[config.mk]
export PLATFORM = sky130hd
export DESIGN_NAME = tcw_seq
export DESIGN_NICKNAME = d
export VERILOG_FILES = /design/src/hdl/tcw_pkg.sv /design/src/hdl/tcw_seq.sv
export SDC_FILE = /design/constraint.sdc
export NUM_CORES = 1
export LEC_CHECK = 0
export BUFFER_PORTS_ARGS = -buffer_cell sky130_fd_sc_hd__buf_4
export CAP_MARGIN = 10
export CORE_ASPECT_RATIO = 2
export CORE_MARGIN = 1.5
export CORE_UTILIZATION = 58
export DETAILED_ROUTE_END_ITERATION = 16
export GPL_TIMING_DRIVEN = 0
export PLACE_DENSITY = 0.94
export SYNTH_ARGS = -nofsm -noshare
export SYNTH_HDL_FRONTEND = slang
export SYNTH_SLANG_ARGS = --single-unit
[constraint.sdc]
create_clock -name clk -period 7.5 [get_ports clk]
set_input_delay 0.75 -clock clk [delete_from_list [all_inputs] [get_ports clk]]
set_output_delay 0.75 -clock clk [all_outputs]
set_load 0.01 [all_outputs]
[src/hdl/tcw_pkg.sv]
// Shared constants, types and helpers of the text console writer.
package tcw_pkg;

  localparam int COLUMNS    = 80;
  localparam int ROWS       = 25;
  localparam int CELL_COUNT = ROWS * COLUMNS;
  localparam int ADDR_W     = $clog2(CELL_COUNT);

  localparam int ACT_W  = 3;
  localparam int CHAR_W = 8;
  localparam int ATTR_W = 8;
  localparam int CELL_W = CHAR_W + ATTR_W;
  localparam int COL_W  = 7;
  localparam int ROW_W  = 5;
  localparam int IDX_W  = 11;
  localparam int POS_W  = 11;
  // Wide enough for any linear position and for the cell count itself.
  localparam int LIN_W  = ROW_W + COL_W + 1;

  localparam logic [CHAR_W-1:0] NEWLINE_CODE = 8'd10;

  localparam logic [ACT_W-1:0] ACT_PRINT = 3'd0;
  localparam logic [ACT_W-1:0] ACT_BKSP  = 3'd1;
  localparam logic [ACT_W-1:0] ACT_CR    = 3'd2;
  localparam logic [ACT_W-1:0] ACT_CLEAR = 3'd3;
  localparam logic [ACT_W-1:0] ACT_READ  = 3'd4;

  typedef enum logic [2:0] {
    ST_INIT,
    ST_IDLE,
    ST_EXEC,
    ST_RDWAIT,
    ST_CLEAR,
    ST_SCROLL,
    ST_DRAIN,
    ST_ZERO
  } tcw_state_t;

  typedef struct packed {
    logic              we;
    logic [ADDR_W-1:0] waddr;
    logic [CELL_W-1:0] wdata;
    logic              re;
    logic [ADDR_W-1:0] raddr;
  } tcw_ram_req_t;

  function automatic logic [LIN_W-1:0] cell_pos(input logic [ROW_W-1:0] row,
                                                input logic [COL_W-1:0] col);
    return LIN_W'(row) * LIN_W'(COLUMNS) + LIN_W'(col);
  endfunction

endpackage

[src/hdl/tcw_seq.sv]
// Command sequencer: cursor, cell writes, scroll copy and clear sweeps.
module tcw_seq import tcw_pkg::*; (
  input  logic              clk,
  input  logic              rst_n,
  input  logic              start,
  input  logic [ACT_W-1:0]  in_action,
  input  logic [CHAR_W-1:0] in_char_code,
  input  logic [IDX_W-1:0]  in_cell_index,
  input  logic [ATTR_W-1:0] attr,
  output logic              busy,
  output logic              out_valid,
  output logic [POS_W-1:0]  out_cursor_pos,
  output logic [CHAR_W-1:0] out_read_char,
  output logic [ATTR_W-1:0] out_read_attr,
  output tcw_ram_req_t      ram_req,
  input  logic [CELL_W-1:0] ram_rdata
);

  tcw_state_t        state_r, state_nxt;
  logic [COL_W-1:0]  col_r, col_nxt;
  logic [ROW_W-1:0]  row_r, row_nxt;
  logic [ADDR_W-1:0] ptr_r, ptr_nxt;
  logic              wr_pend_r, wr_pend_nxt;
  logic [ADDR_W-1:0] wr_addr_r, wr_addr_nxt;
  logic              out_valid_r, out_valid_nxt;
  logic [CHAR_W-1:0] rd_char_r, rd_char_nxt;
  logic [ATTR_W-1:0] rd_attr_r, rd_attr_nxt;
  logic [ACT_W-1:0]  act_r;
  logic [CHAR_W-1:0] code_r;
  logic [IDX_W-1:0]  idx_r;

  logic              accept;
  logic              at_line_end;
  logic              at_last_row;
  logic              need_scroll;
  logic              idx_in_range;
  logic              ptr_last;
  logic              copy_last;
  logic [COL_W-1:0]  bs_col;
  logic [LIN_W-1:0]  here_pos;
  logic [LIN_W-1:0]  bs_pos;
  logic [LIN_W-1:0]  idx_ext;

  assign accept       = start && !busy;
  assign busy         = (state_r != ST_IDLE);
  assign at_line_end  = (col_r == COL_W'(COLUMNS - 1));
  assign at_last_row  = (row_r == ROW_W'(ROWS - 1));
  assign need_scroll  = (act_r == ACT_PRINT) && at_last_row &&
                        ((code_r == NEWLINE_CODE) || at_line_end);
  assign idx_ext      = LIN_W'(idx_r);
  assign idx_in_range = (idx_ext < LIN_W'(CELL_COUNT));
  assign ptr_last     = (ptr_r == ADDR_W'(CELL_COUNT - 1));
  assign copy_last    = (ptr_r == ADDR_W'(CELL_COUNT - COLUMNS - 1));
  assign bs_col       = (col_r == '0) ? '0 : col_r - 1'b1;
  assign here_pos     = cell_pos(row_r, col_r);
  assign bs_pos       = cell_pos(row_r, bs_col);

  // Next state.
  always_comb begin
    state_nxt = state_r;
    unique case (state_r)
      ST_INIT: begin
        if (ptr_last) state_nxt = ST_IDLE;
      end
      ST_IDLE: begin
        if (accept) state_nxt = ST_EXEC;
      end
      ST_EXEC: begin
        if (act_r == ACT_CLEAR) begin
          state_nxt = ST_CLEAR;
        end else if (act_r == ACT_READ && idx_in_range) begin
          state_nxt = ST_RDWAIT;
        end else if (need_scroll) begin
          state_nxt = ST_SCROLL;
        end else begin
          state_nxt = ST_IDLE;
        end
      end
      ST_RDWAIT: state_nxt = ST_IDLE;
      ST_CLEAR: begin
        if (ptr_last) state_nxt = ST_IDLE;
      end
      ST_SCROLL: begin
        if (copy_last) state_nxt = ST_DRAIN;
      end
      ST_DRAIN: state_nxt = ST_ZERO;
      ST_ZERO: begin
        if (ptr_last) state_nxt = ST_IDLE;
      end
      default: state_nxt = ST_IDLE;
    endcase
  end

  // Datapath and memory requests.
  always_comb begin
    col_nxt       = col_r;
    row_nxt       = row_r;
    ptr_nxt       = ptr_r;
    wr_pend_nxt   = 1'b0;
    wr_addr_nxt   = wr_addr_r;
    out_valid_nxt = 1'b0;
    rd_char_nxt   = rd_char_r;
    rd_attr_nxt   = rd_attr_r;
    ram_req       = '0;

    unique case (state_r)
      ST_INIT: begin
        ram_req.we    = 1'b1;
        ram_req.waddr = ptr_r;
        ptr_nxt       = ptr_r + 1'b1;
      end
      ST_IDLE: begin
        if (accept) ptr_nxt = '0;
      end
      ST_EXEC: begin
        rd_char_nxt = '0;
        rd_attr_nxt = '0;
        unique case (act_r)
          ACT_PRINT: begin
            if (code_r != NEWLINE_CODE) begin
              ram_req.we    = 1'b1;
              ram_req.waddr = here_pos[ADDR_W-1:0];
              ram_req.wdata = {attr, code_r};
            end
            if (code_r == NEWLINE_CODE || at_line_end) begin
              col_nxt = '0;
              if (!at_last_row) row_nxt = row_r + 1'b1;
            end else begin
              col_nxt = col_r + 1'b1;
            end
          end
          ACT_BKSP: begin
            col_nxt       = bs_col;
            ram_req.we    = 1'b1;
            ram_req.waddr = bs_pos[ADDR_W-1:0];
            ram_req.wdata = {attr, CHAR_W'(0)};
          end
          ACT_CR: col_nxt = '0;
          ACT_CLEAR: begin
            col_nxt = '0;
            row_nxt = '0;
          end
          ACT_READ: begin
            ram_req.re    = idx_in_range;
            ram_req.raddr = idx_ext[ADDR_W-1:0];
          end
          default: ;
        endcase
        out_valid_nxt = (state_nxt == ST_IDLE);
      end
      ST_RDWAIT: begin
        rd_char_nxt   = ram_rdata[CHAR_W-1:0];
        rd_attr_nxt   = ram_rdata[CELL_W-1:CHAR_W];
        out_valid_nxt = 1'b1;
      end
      ST_CLEAR: begin
        ram_req.we    = 1'b1;
        ram_req.waddr = ptr_r;
        ram_req.wdata = {attr, CHAR_W'(0)};
        ptr_nxt       = ptr_r + 1'b1;
        out_valid_nxt = ptr_last;
      end
      ST_SCROLL: begin
        // Read one row ahead and write back the word fetched last cycle.
        ram_req.re    = 1'b1;
        ram_req.raddr = ptr_r + ADDR_W'(COLUMNS);
        ram_req.we    = wr_pend_r;
        ram_req.waddr = wr_addr_r;
        ram_req.wdata = ram_rdata;
        wr_pend_nxt   = 1'b1;
        wr_addr_nxt   = ptr_r;
        ptr_nxt       = ptr_r + 1'b1;
      end
      ST_DRAIN: begin
        ram_req.we    = wr_pend_r;
        ram_req.waddr = wr_addr_r;
        ram_req.wdata = ram_rdata;
      end
      ST_ZERO: begin
        ram_req.we    = 1'b1;
        ram_req.waddr = ptr_r;
        ptr_nxt       = ptr_r + 1'b1;
        out_valid_nxt = ptr_last;
      end
      default: ;
    endcase
  end

  always_ff @(posedge clk) begin
    if (!rst_n) begin
      state_r     <= ST_INIT;
      col_r       <= '0;
      row_r       <= '0;
      ptr_r       <= '0;
      wr_pend_r   <= 1'b0;
      out_valid_r <= 1'b0;
    end else begin
      state_r     <= state_nxt;
      col_r       <= col_nxt;
      row_r       <= row_nxt;
      ptr_r       <= ptr_nxt;
      wr_pend_r   <= wr_pend_nxt;
      out_valid_r <= out_valid_nxt;
    end
  end

  always_ff @(posedge clk) begin
    wr_addr_r <= wr_addr_nxt;
    rd_char_r <= rd_char_nxt;
    rd_attr_r <= rd_attr_nxt;
    if (accept) begin
      act_r  <= in_action;
      code_r <= in_char_code;
      idx_r  <= in_cell_index;
    end
  end

  assign out_valid      = out_valid_r;
  assign out_cursor_pos = here_pos[POS_W-1:0];
  assign out_read_char  = rd_char_r;
  assign out_read_attr  = rd_attr_r;

`ifndef ASSERT_OFF
  a_cursor_range: assert property (@(posedge clk) disable iff (!rst_n)
    (row_r <= ROW_W'(ROWS - 1)) && (col_r <= COL_W'(COLUMNS - 1)))
    else $error("cursor left the screen");

  a_accept_exec: assert property (@(posedge clk) disable iff (!rst_n)
    accept |=> (state_r == ST_EXEC))
    else $error("accepted word did not start execution");

  a_single_strobe: assert property (@(posedge clk) disable iff (!rst_n)
    out_valid_r |=> !out_valid_r)
    else $error("result strobe held for two cycles");

  a_scroll_order: assert property (@(posedge clk) disable iff (!rst_n)
    (state_r == ST_SCROLL && wr_pend_r) |-> (wr_addr_r < ram_req.raddr))
    else $error("scroll write overtook its read");

  a_idle_no_write: assert property (@(posedge clk) disable iff (!rst_n)
    (state_r == ST_IDLE) |-> !ram_req.we)
    else $error("cell store written while idle");
`endif

endmodule

Yosys cells after proc, flatten, opt, wreduce, memory -nomap -nowiden
Cells that the tools add are included.
W data, S select, Z words.
- register bits: 77
- input bits: 49
- output and inout port bits: 69
- logic and storage cells: 89
- add/sub/neg operators: 7
- multipliers: 1
- order comparisons: 1
- equality and inequality tests: 22
- multiplexer cells: 25
- reduce and logical (&&, ||, !) cells: 21
- operators by type and width (cell ; number):
    $pmux W28 S2 ; 1
    $pmux W16 S3 ; 1
    $pmux W12 S3 ; 1
    $pmux W8 S2 ; 2
    $mux W28 ; 1
    $pmux W12 S2 ; 1
    $add A11 B7 Y11 ; 2
    $eq A11 B11 Y1 const B ; 2
    $pmux W11 S2 ; 1
    $pmux W7 S3 ; 1
    $mux W3 ; 6
    $pmux W3 S6 ; 1
    $eq A3 B3 Y1 const B ; 5
    $mux W7 ; 2
    $eq A3 B2 Y1 const B ; 4
    $mux W12 ; 1
    $add A11 B1 Y11 const B ; 1
    $add A11 B7 Y11 const B ; 1
    $lt A11 B11 Y1 const B ; 1
    $mux W11 ; 1
    $mux W5 ; 2
    $pmux W5 S2 ; 1
    $eq A3 B1 Y1 const B ; 3
    $eq A8 B4 Y1 const B ; 1
    24 further kinds ; 34

Depth between registers and ports, before layout
- depth after elaboration: 9
- gate-level depth with buffers: 13
- mapped depth without buffers: 13

Worst setup path after synthesis
OpenSTA, ideal clock, no wires.
- kind: register -> output
- from: register row_r[1]
- to: output ram_req[38] (netlist bit)
- arrival time: 2.587 ns
- data required time: 6.750 ns
- slack: 4.163 ns
- cell stages (with the launch flop): 9
- path buffers: 0
- path through: dfxtp_1 ha_1 ha_1 fa_1 xor2_1 and4b_1 xnor3_1 a222oi_1 o21ai_0
- RTL lines (item ; RTL line ; text):
    start, declared ; tcw_seq.sv:21 ; logic [ROW_W-1:0] row_r, row_nxt;
    start signal, assigned ; tcw_seq.sv:200 ; row_r <= row_nxt;
    end, declared ; tcw_seq.sv:15 ; output tcw_ram_req_t ram_req,

==> metrics.yaml <==
synthesis:
  yosysTopAreaCell: "edfxtp_1"
  synth-seq-cells: 77
  synth_cells: 467
  yosys.cell_types.count: 62
  ys.flop_type: "edfxtp_1"
  synth_common_cells: "edfxtp_1 (49), nand2_1 (46), o21ai_0 (36)"
  synth_top_area_share: 0.325
  synth-seq-area-share: 0.449
  synth_area_um2: 4520
  ys_warn_count: 0
  syn_nets: 539
  async_flop_share: 0
  synth_area_leaders: "edfxtp_1 (33%), dfxtp_1 (12%), ha_1 (5.5%)"
  syn_avg_cell_area_um2: 9.69
  yosys.cell_count.top_type: "edfxtp_1"
  synth_edf_count: 49
power:
  power.internal_w: 0.000694
  power_density_nw_per_um2: 153
  p_clk_frac: 0.452
  swShare: 0.215
  p_seq_frac: 0.512
  ir_drop_v: 0.000186
  combPwrFrac: 0.036
  power_switching_w: 0.000190
  p_leak_nw: 2.41
cells_and_area:
  seqCellArea_um2: 2030
  post-route-cell-area_um2: 5780
  fin_nets: 666
  areaGrowthSynthToFinish_pct: 27.9
  multiInputGateArea_um2: 2300
  fill_cells: 553
  antenna_cells: 0
  drive_gt1_frac: 0.240
routing:
  routed_wl_um: 13300
  met2_length_um: 7350
  drtIter0Drc: 413
  drcViolationCount: 0
  wl_met1_um: 4610
  drt-pass1-iter-count: 6
  routed-wl-met3_um: 788
  ant_nets: 0
  avgRoutedWirePerCell_um: 19.2
  vias_per_cell: 6.21
  via_count: 4305
  routed.top_layer: "met4"
critical_path:
  crit_slowest_cell: "dfxtp_1"
  reg2reg_from: "act_r[1]$_DFFE_PP_"
  rr_worst_depth: 6
  cp_max_fo: 8
  setup.worst_path.start_class: "flip-flop"
  slowest_delay_ps: 540
  required_ps: 6750
  crit_top_cell: "ha_1"
  cp.arrival_ps: 3370
  reg2reg_to: "col_r[2]$_SDFFE_PN0P_"
  ff2ff_setup_slack_ps: 4830
  critPathCaptureType: "output port"
  crit_type: "reg2out"
  path_cells: "ha_1, ha_1, fa_1, clkbuf_1, and4b_1, xnor3_1, a222oi_1, o21ai_0, buf_4"
clock_network:
  clock-sinks: 77
  numCtsBuffers: 9
  cts_tree: "yes"
  clk_pin_slew_ps: 60
  post_cts_resize_count: 0
  clock_tree.root_cell: "clkbuf_16"
  hold_buffers: 0
  clockBufferDepth: 2
  postCtsSetupBuffers: 0
  clock_latency_ps: 350
  cts_max_level: 3
grt:
  grt_pass1_vias: 4257
  antenna_found_initial: 0
  grt_max_degree: 25
  track_usage: 0.325
  grt_first_pass_wirelength_um: 20600
  grt.overflow.total: 0
timing:
  setup_viol_count_final: 0
  slew_headroom: 0.160
  maxSlewViolCount: 0
  final.setup_skew_ps: 5.41
  rsz0062_at_grt: "false"
  fin_hold_ws_ps: 436
  setup_tns_ps: 0
  fin_crit_ps: 4120
  finalHoldViolations: 0
  fmax_ghz: 0.243
  min_period_over_period: 0.549
  worst_pin_slew_ps: 1260
floorplan:
  core_um2: 7600
  num_rows: 45
  die_area_um2: 8370
  pin_count: 118
  initial_core_util: 0.595
  die_x_um: 65.4
  fp.dieH_um: 128
hold_path:
  min_path_type: "reg2reg"
  hold_depth: 0
  timing.hold.worst_endpoint: "wr_addr_r[7]$_DFFE_PP_"
  holdCritStartpoint: "ptr_r[7]$_SDFFE_PN0P_"
place:
  dpl.hpwl_um: 10100
  portBuffers: 116
  place_area_um2: 5510
  place_congestion: 0.973
run:
  drv_cap: 0
status:
  status: "finished clean"
-- how the worst max path moves through the flow --
stage / slack, ps / cells past startpoint / endpoint / startpoint
final: 3380 / 9 / ram_req[38] / row_r[1]$_SDFFE_PN0P_
after global routing: 3170 / 9 / ram_req[38] / row_r[1]$_SDFFE_PN0P_
after CTS: 3430 / 9 / ram_req[38] / row_r[1]$_SDFFE_PN0P_
after detailed placement: 3790 / 9 / ram_req[38] / row_r[1]$_SDFFE_PN0P_
after global placement: 3880 / 9 / ram_req[38] / row_r[1]$_SDFFE_PN0P_
after floorplan: 4160 / 8 / ram_req[38] / row_r[1]$_SDFFE_PN0P_
-- metal layers --
layer	GRT usage	vias up
met5	0	-
met4	0.178	0
met3	0.0615	61
met2	0.584	232
met1	0.348	2013
li1	-	1999
-- cells by family after synthesis --
kind of cell             share of synthesized area
flip-flops                                   0.449
multiplexers                               0.00470
AND/OR/NAND/NOR                              0.185
adder cells (fa/ha/maj)                     0.0686
XOR/XNOR                                    0.0398
AO/OA/AOI/OAI                                0.211
buffers and inverters                       0.0418
-- registers in the layout, indices dropped and copies added, names as in the netlist, 5 cells and up --
register / flops
code_r: 8
col_r: 7
idx_r: 11
out_read_attr: 8
out_read_char: 8
ptr_r: 11
row_r: 5
wr_addr_r: 11
-- worst max-delay path, delay by kind of cell (launching register included) --
kind | cells | cell delay, ps
AND/OR/NAND/NOR | 1 | 250
flip-flops | 1 | 540
buffers and inverters | 2 | 450
adder cells (fa/ha/maj) | 3 | 1010
AO/OA/AOI/OAI | 2 | 530
XOR/XNOR | 1 | 240
-- layout make-up --
class                           instances  share of cell area
Buffer                                 28              0.0216
Clock inverter                          5             0.00627
Clock buffer                           11              0.0402
Inverter                               17              0.0110
Multi-Input combinational cell        345               0.399
Sequential cell                        77               0.351
Tap cell                               94              0.0203
Timing Repair Buffer                  116               0.151
-- metrics by stage --
| step | utilization | total power, W | cells | worst slack (ps) |
|---|---|---|---|---|
| after global routing | 0.761 | 0.000902 | 693 | 3170 |
| final | 0.761 | 0.000884 | 693 | 3380 |
| after floorplan | - | 0.000467 | 467 | 4160 |
| after CTS | 0.760 | 0.000880 | 693 | 3430 |
| after global placement | 0.725 | 0.000491 | 677 | 3880 |
| after detailed placement | 0.725 | 0.000493 | 677 | 3790 |
-- power by group through the flow --
stage / combinational (W) / clock, W / sequential [W]
final: 0.0000317 / 0.000400 / 0.000452
after detailed placement: 0.0000312 / 0 / 0.000461
after global routing: 0.0000336 / 0.000416 / 0.000452
after floorplan: 0.00000672 / 0 / 0.000460
after CTS: 0.0000314 / 0.000397 / 0.000452
after global placement: 0.0000301 / 0 / 0.000461
-- layout by cell type, fill, tap and decap left out, drive strengths merged, types with 3 or more instances in the layout --
cell,n
buf,124
edfxtp,49
nand2,46
o21ai,37
nor2,33
clkbuf,31
a21oi,28
dfxtp,28
a22o,22
ha,20
nand3,18
and2,18
inv,18
xnor2,9
xor2,9
a22oi,8
nor2b,7
nor3,5
nand2b,5
a222oi,5
or3,5
or4,5
and3,4
o21a,4
a221o,4
a211oi,4
clkinv,4
a21o,3
a311oi,3
fa,3
or2,3
Note: power is estimated with default switching activity, not from simulation.
